===== src/linear_probe_key_table_macros.svh =====
// ----------------------------------------------------------------------------
// Assertion macros for the linear probe key table
// Concurrent checks that compile away when ASSERT_OFF is set.
// ----------------------------------------------------------------------------
`ifndef LINEAR_PROBE_KEY_TABLE_MACROS_SVH
`define LINEAR_PROBE_KEY_TABLE_MACROS_SVH

`ifndef ASSERT_OFF
`define LPKT_ASSERT_IMPL(lbl, clk, rst_n, pre, post, msg) \
  lbl: assert property (@(posedge clk) disable iff (!rst_n) (pre) |-> (post)) else $error(msg);
`define LPKT_ASSERT_NEXT(lbl, clk, rst_n, pre, post, msg) \
  lbl: assert property (@(posedge clk) disable iff (!rst_n) (pre) |=> (post)) else $error(msg);
`else
`define LPKT_ASSERT_IMPL(lbl, clk, rst_n, pre, post, msg)
`define LPKT_ASSERT_NEXT(lbl, clk, rst_n, pre, post, msg)
`endif

`endif


===== src/lpkt_pkg.sv =====
// ----------------------------------------------------------------------------
// lpkt_pkg
// Shared types and constants of the linear probe key table.
// ----------------------------------------------------------------------------
package lpkt_pkg;

  localparam int unsigned OP_W     = 2;
  localparam int unsigned KEY_W    = 32;
  localparam int unsigned MASK_W   = 4;
  localparam int unsigned TYPE_W   = 5;
  localparam int unsigned SCORE_W  = 5;
  localparam int unsigned LEN_W    = 9;
  localparam int unsigned HANDLE_W = 20;
  localparam int unsigned RANK_W   = 5;
  localparam int unsigned STAT_W   = 2;
  localparam int unsigned SLOT_W   = 12;
  localparam int unsigned COUNT_W  = 5;
  localparam int unsigned CAND_W   = HANDLE_W + SCORE_W + LEN_W;

  localparam logic [OP_W-1:0] OP_MARK = 2'd0;
  localparam logic [OP_W-1:0] OP_ADD  = 2'd1;

  typedef enum logic [STAT_W-1:0] {
    ST_OK        = 2'd0,
    ST_FULL      = 2'd1,
    ST_NOT_FOUND = 2'd2
  } status_e;

  typedef enum logic [3:0] {
    S_CLEAR,
    S_IDLE,
    S_P_RD,
    S_P_CK,
    S_A_CHK,
    S_A_RD,
    S_A_CMP,
    S_A_PUT,
    S_WR,
    S_DONE
  } state_e;

  typedef struct packed {
    logic    load;
    logic    clr_wr;
    logic    probe_next;
    logic    take_entry;
    logic    cand_shift;
    logic    cand_put;
    logic    slot_wr;
    logic    stat_wr;
    status_e stat_val;
    logic    out_load;
  } cmd_t;

  typedef struct packed {
    logic            clr_last;
    logic            used;
    logic            match;
    logic            probe_last;
    logic            list_full;
    logic            pos_zero;
    logic            pos_one;
    logic            move;
    logic            out_free;
    logic [OP_W-1:0] op;
  } stat_t;

endpackage


===== src/lpkt_ctrl.sv =====
// ----------------------------------------------------------------------------
// lpkt_ctrl
// Sequencer: clearing pass, probe walk, sorted insert and result handoff.
// ----------------------------------------------------------------------------
module lpkt_ctrl (
  input  logic           clk_i,
  input  logic           rst_ni,
  input  logic           in_valid_i,
  output logic           in_ready_o,
  input  lpkt_pkg::stat_t stat_i,
  output lpkt_pkg::cmd_t  cmd_o
);
  import lpkt_pkg::*;

  state_e state_q, state_d;

  always_ff @(posedge clk_i or negedge rst_ni) begin
    if (!rst_ni) begin
      state_q <= S_CLEAR;
    end else begin
      state_q <= state_d;
    end
  end

  always_comb begin
    state_d    = state_q;
    cmd_o      = '0;
    cmd_o.stat_val = ST_OK;
    in_ready_o = 1'b0;
    case (state_q)
      S_CLEAR: begin
        cmd_o.clr_wr = 1'b1;
        if (stat_i.clr_last) state_d = S_IDLE;
      end
      S_IDLE: begin
        in_ready_o = 1'b1;
        if (in_valid_i) begin
          cmd_o.load = 1'b1;
          state_d    = S_P_RD;
        end
      end
      S_P_RD: state_d = S_P_CK;
      S_P_CK: begin
        if (!stat_i.used || stat_i.match) begin
          cmd_o.take_entry = 1'b1;
          if (stat_i.op == OP_MARK) begin
            state_d = S_WR;
          end else if (stat_i.op == OP_ADD) begin
            state_d = S_A_CHK;
          end else begin
            if (!stat_i.used) begin
              cmd_o.stat_wr  = 1'b1;
              cmd_o.stat_val = ST_NOT_FOUND;
            end
            state_d = S_DONE;
          end
        end else if (stat_i.probe_last) begin
          cmd_o.stat_wr  = 1'b1;
          cmd_o.stat_val = ST_FULL;
          state_d        = S_DONE;
        end else begin
          cmd_o.probe_next = 1'b1;
          state_d          = S_P_RD;
        end
      end
      S_A_CHK: begin
        if (stat_i.list_full) state_d = S_WR;
        else if (stat_i.pos_zero) state_d = S_A_PUT;
        else state_d = S_A_RD;
      end
      S_A_RD: state_d = S_A_CMP;
      S_A_CMP: begin
        if (stat_i.move) begin
          cmd_o.cand_shift = 1'b1;
          state_d = stat_i.pos_one ? S_A_PUT : S_A_RD;
        end else begin
          state_d = S_A_PUT;
        end
      end
      S_A_PUT: begin
        cmd_o.cand_put = 1'b1;
        state_d        = S_WR;
      end
      S_WR: begin
        cmd_o.slot_wr = 1'b1;
        state_d       = S_DONE;
      end
      S_DONE: begin
        if (stat_i.out_free) begin
          cmd_o.out_load = 1'b1;
          state_d        = S_IDLE;
        end
      end
      default: state_d = S_IDLE;
    endcase
  end

endmodule


===== config.mk =====
export PLATFORM = sky130hd
export DESIGN_NAME = lpkt_ctrl
export DESIGN_NICKNAME = d
export VERILOG_FILES = /design/src/linear_probe_key_table_macros.svh /design/src/lpkt_pkg.sv /design/src/lpkt_ctrl.sv
export SDC_FILE = /design/constraint.sdc
export NUM_CORES = 1
export LEC_CHECK = 0
export ABC_CLOCK_PERIOD_IN_PS = 1920
export BUFFER_PORTS_ARGS = -buffer_cell sky130_fd_sc_hd__buf_4
export CORE_AREA = 2 2 39 41
export CTS_CLUSTER_SIZE = 28
export DETAILED_ROUTE_END_ITERATION = 8
export DIE_AREA = 0 0 41 43
export GPL_ROUTABILITY_DRIVEN = 1
export SKIP_LAST_GASP = 1
export SYNTH_ARGS = -nofsm -noshare
export SYNTH_HDL_FRONTEND = slang
export SYNTH_SLANG_ARGS = --single-unit

===== constraint.sdc =====
create_clock -name clk_i -period 1.92 [get_ports clk_i]
set_input_delay 0.096 -clock clk_i [delete_from_list [all_inputs] [get_ports clk_i]]
set_output_delay 0.096 -clock clk_i [all_outputs]
set_load 0.005 [all_outputs]

# After elaboration in Yosys (flattened, before gate mapping)

Cells that the tools add are included.

$add $sub $neg: 0
Multiply operators: 0
Divide/modulo/power cells: 0
Order comparisons: 0
Equality and inequality tests: 13
Shift operators: 0
Mux-type cells: 32
Bitwise logic cells: 0
Reductions and logical operators: 5

Operator list:

| operator                                                              | count |
|---|---|
| 4-bit one-hot mux with 10 select lines                                | 1 |
| 4-bit two-way mux                                                     | 8 |
| 3-bit two-way mux                                                     | 6 |
| 4-bit by 3-bit equality test with 1-bit output, second input constant | 4 |
| 1-bit two-way mux                                                     | 13 |
| 4-bit by 2-bit equality test with 1-bit output, second input constant | 2 |
| 4-bit equality test, second input constant                            | 2 |
| 2-bit two-way mux                                                     | 4 |
| 2-bit inequality test, second input constant                          | 3 |
| 4-bit by 1-bit equality test with 1-bit output, second input constant | 1 |
| 4-bit logical NOT                                                     | 1 |
| 3-bit AND reduction                                                   | 1 |
| 2-bit by 1-bit equality test with 1-bit output, second input constant | 1 |
| 2-bit logical NOT                                                     | 1 |
| 1-bit logical NOT                                                     | 1 |
| 1-bit logical OR                                                      | 1 |

Register bits: 4
Bits in latches: 0
Bits in writable memories: 0
Memory bits (read-only): 0
Bits of input ports: 14
Output and inout bits: 12
Memories kept: 0

# Depth between registers and ports, before layout

Depth after elaboration: 5
Gate-level depth with buffers: 5
Gate-level depth less buffers: 4

# Least setup slack after synthesis

OpenSTA, ideal clock, no wires.

Kind: register -> register
Start: reg state_q[2]
End: reg state_q[0]
Library setup time: 0.126 ns
Arrival: 1.162 ns
Required time: 1.794 ns
Path slack: 0.632 ns
Cell stages (with the launch flop): 6
Buffers on the path: 1
Period minus slack after synthesis: 1.288 ns
Cells stage by stage: dfrtp_1 -> buf_6 -> clkinv_2 -> nor2_1 -> o311a_1 -> o32a_1

Cells in the longest elaborated chain, start to end: 3
Elaborated cells between the ends (all ways): 15
Classes of those cells: 12 x eq/ne; 1 x mux; 2 x reduce/logical

RTL lines:

| element                                           | line            | source |
|---|---|---|
| start: declaration                                | lpkt_ctrl.sv:15 | `state_e state_q, state_d;` |
| start signal: assignment                          | lpkt_ctrl.sv:21 | `state_q <= state_d;` |
| 4-bit equality test, or another cell as far along | lpkt_ctrl.sv:30 | `case (state_q)` |
| 2-bit inequality test (no source line)            | n/a             |  |
| 3-bit AND reduction (no source line)              | n/a             |  |

Several ways; a longest one is shown, not always the timed one.
A chain may end at the register's enable or synchronous reset.

==> results.yml <==
outcome:
  status: "completed"
logic_synthesis:
  syn-num-nets: 72
  synth-seq-cells: 4
  synthDistinctLibCells: 33
  netlist_area_sq_um: 449
  synthCells: 58
  yosys_warnings: 0
  syn_area_per_cell_sq_um: 7.74
  seq_area_frac_synth_pct: 22.3
worst_setup_path:
  crit_chain: "nor2_2 > nand3_2 > nor3_2 > buf_4"
  max_stage_delay_ns: 0.50
  cp-end-kind: "output pin"
  critPathKind: "reg -> out"
  reg2reg_to: "state_q[0]$_DFFE_PN0P_"
  reg2reg_slack_ns: 0.51
  required_ns: 1.82
  cpMaxStageDelayCell: "dfrtp_1"
  arrival_ns: 1.46
  cp_max_fo: 9
  crit_path_start_kind: "flip-flop"
  reg2reg_depth: 4
  r2r_start: "state_q[2]$_DFFE_PN0P_"
route:
  viasPerCell: 5.23
  antenna_left: 0
  dr.pass1.iters: 4
  routed_wirelength_mm: 1.24
  drt_iter0_drc: 12
  routedWlPerCell_um: 12.4
  vias: 523
  remaining_drc_errors: 0
layout:
  utilization_pct: 47.4
  design_area_sq_um: 656
  largest_reg_flops: 4
  layout_commonest_cell: "buf_4"
  drive_gt1_share_pct: 44.0
  regMostFlops: "state_q"
  diodes: 0
  layout_common_cells: "25 x buf_4, 9 x nor2_1, 6 x nand2_1"
  final_nets: 100
  largestRegisters: "state_q (4)"
  area_delta_synth_final_pct: 46.0
grt:
  overflow: 0
  grt_pass1_vias: 506
  grt_usage_pct: 17.2
  grt_pass1_wl_mm: 2.07
  antenna_found_initial: 0
  grt_max_degree: 13
floorplan:
  die-area_sq_um: 1760
  ios: 26
  rows: 14
  fp.dieW_um: 41
  core_area_sq_um: 1380
  initial_core_util_pct: 32.5
  die_h_um: 43
power_and_ir_drop:
  peakVddDrop_mv: 0.461
  combPwrFrac_pct: 56.8
  power.switching_uw: 308
  p_clk_share_pct: 14.8
  p_per_area_nw_per_um2: 1090
  switching_share_pct: 43.1
  intPower_uw: 407
  finalPower_uw: 715
  p_leak_nw: 0.322
  seqPwrFrac_pct: 28.5
clock_network:
  clock_path_buffers: 2
  path_clk_slew_ns: 0.04
  htreeDepth: 1
  cts_inserted_buffers: 3
  cts_tree: "built"
  cts_root_buffer: "clkbuf_4"
  clock_latency_ns: 0.24
  cts_sinks: 4
min_path:
  worstHoldPathCells: 2
  hold_path.class: "in -> reg"
  worstHoldEndpoint: "state_q[0]$_DFFE_PN0P_"
  holdCritStartpoint: "stat_i[10]"
timing:
  finalCritPeriodShare_pct: 81.1
  slew_viol_final: 0
  maxSlewHeadroom_pct: 75.0
  skew_ns: 0.00546
  whs_ns: 0.0951
  setup-tns-final_ns: 0
  hold_violations: 0
  setup_viol: 0
  min_period_ns: 1.56
  tightest_slew_ns: 0.375
  rsz0062_at_grt: "no"
  fmax_mhz: 642
place:
  placed_cell_area_sq_um: 623
  routabilityCongestion: 0.754
  port_buffers: 25
  hpwl_um: 971
run:
  maxCapViolations: 0
cell usage after synthesis, drive strengths merged:
| cell type | instances | area share, % |
|---|---|---|
| and3 | 1 | 1.4 |
| inv | 2 | 1.7 |
| and2 | 2 | 3.1 |
| o21ai | 2 | 2.2 |
| o311a | 1 | 2.2 |
| and4 | 1 | 2.0 |
| nand2b | 4 | 5.6 |
| mux2i | 1 | 2.2 |
| nor2b | 3 | 6.4 |
| buf | 3 | 7.5 |
| and4b | 1 | 2.2 |
| dfrtp | 4 | 22 |
| a211o | 1 | 2.2 |
| nand2 | 6 | 5.0 |
| nand3 | 1 | 2.2 |
| a32oi | 1 | 2.0 |
| o22ai | 1 | 1.4 |
| nor2 | 10 | 8.9 |
| a21oi | 4 | 4.5 |
| or2 | 1 | 1.4 |
| o32a | 2 | 4.5 |
| nor4 | 1 | 1.4 |
| a211oi | 1 | 1.7 |
| nor3 | 2 | 3.3 |
| o211ai | 1 | 1.7 |
| clkinv | 1 | 1.1 |
metrics by stage:
stage	std cells	setup slack (ns)
detailed placement	96	0.516
finish	100	0.363
CTS	100	0.338
global route	100	0.221
global placement	96	0.504
floorplan	58	0.632
what timing repair did:
item,4_1_cts,5_1_grt
endpoints found under the hold margin,4,0
buffers inserted,0,0
gates resized for setup,0,0
hold buffers,1,0
cell type report:
class / instances / area [sq um]
well taps: 16 / 20.0
flip-flops and latches: 4 / 100
clock buffers: 3 / 22.5
multi-input cells: 48 / 303
inverters: 3 / 12.5
repair buffers: 26 / 198
fillers: 147 / 728
how the worst max path moves through the flow:
stage,startpoint,cells past startpoint,endpoint,slack [ns]
floorplan,state_q[2]$_DFFE_PN0P_,5,state_q[0]$_DFFE_PN0P_,0.63
global route,state_q[2]$_DFFE_PN0P_,4,cmd_o[8],0.22
finish,state_q[2]$_DFFE_PN0P_,4,cmd_o[8],0.36
CTS,state_q[2]$_DFFE_PN0P_,4,cmd_o[8],0.34
global placement,state_q[2]$_DFFE_PN0P_,3,state_q[1]$_DFFE_PN0P_,0.50
detailed placement,state_q[2]$_DFFE_PN0P_,4,state_q[0]$_DFFE_PN0P_,0.52
logic make-up after synthesis:
logic type	count (synthesis)	share of synthesized area (%)
compound gates	14	22.3
flops	4	22.3
buf+inv	6	10.3
simple gates	33	42.9
mux	1	2.23
critical path: cells and delay by family, from the launching register on:
family                 cells  cell delay, ns
AND/OR/NAND/NOR            3            0.58
buffers and inverters      1            0.15
flip-flops                 1            0.50
layer usage:
layer | part of all wire (%) | up-vias | track usage, %
met5 | 0 | - | 0
met4 | 0 | 0 | 8.00
met3 | 8.5 | 0 | 5.24
met2 | 50 | 28 | 26.9
met1 | 42 | 236 | 20.3
li1 | - | 259 | -
power groups by stage:
stage / Combinational, mW / Sequential [mW] / Clock, mW
after global routing: 0.459 / 0.211 / 0.118
final: 0.406 / 0.204 / 0.105
after floorplan: 0.332 / 0.149 / 0
after detailed placement: 0.406 / 0.202 / 0
after global placement: 0.415 / 0.202 / 0
after CTS: 0.409 / 0.202 / 0.110
Power figures use the tool's default switching activity.
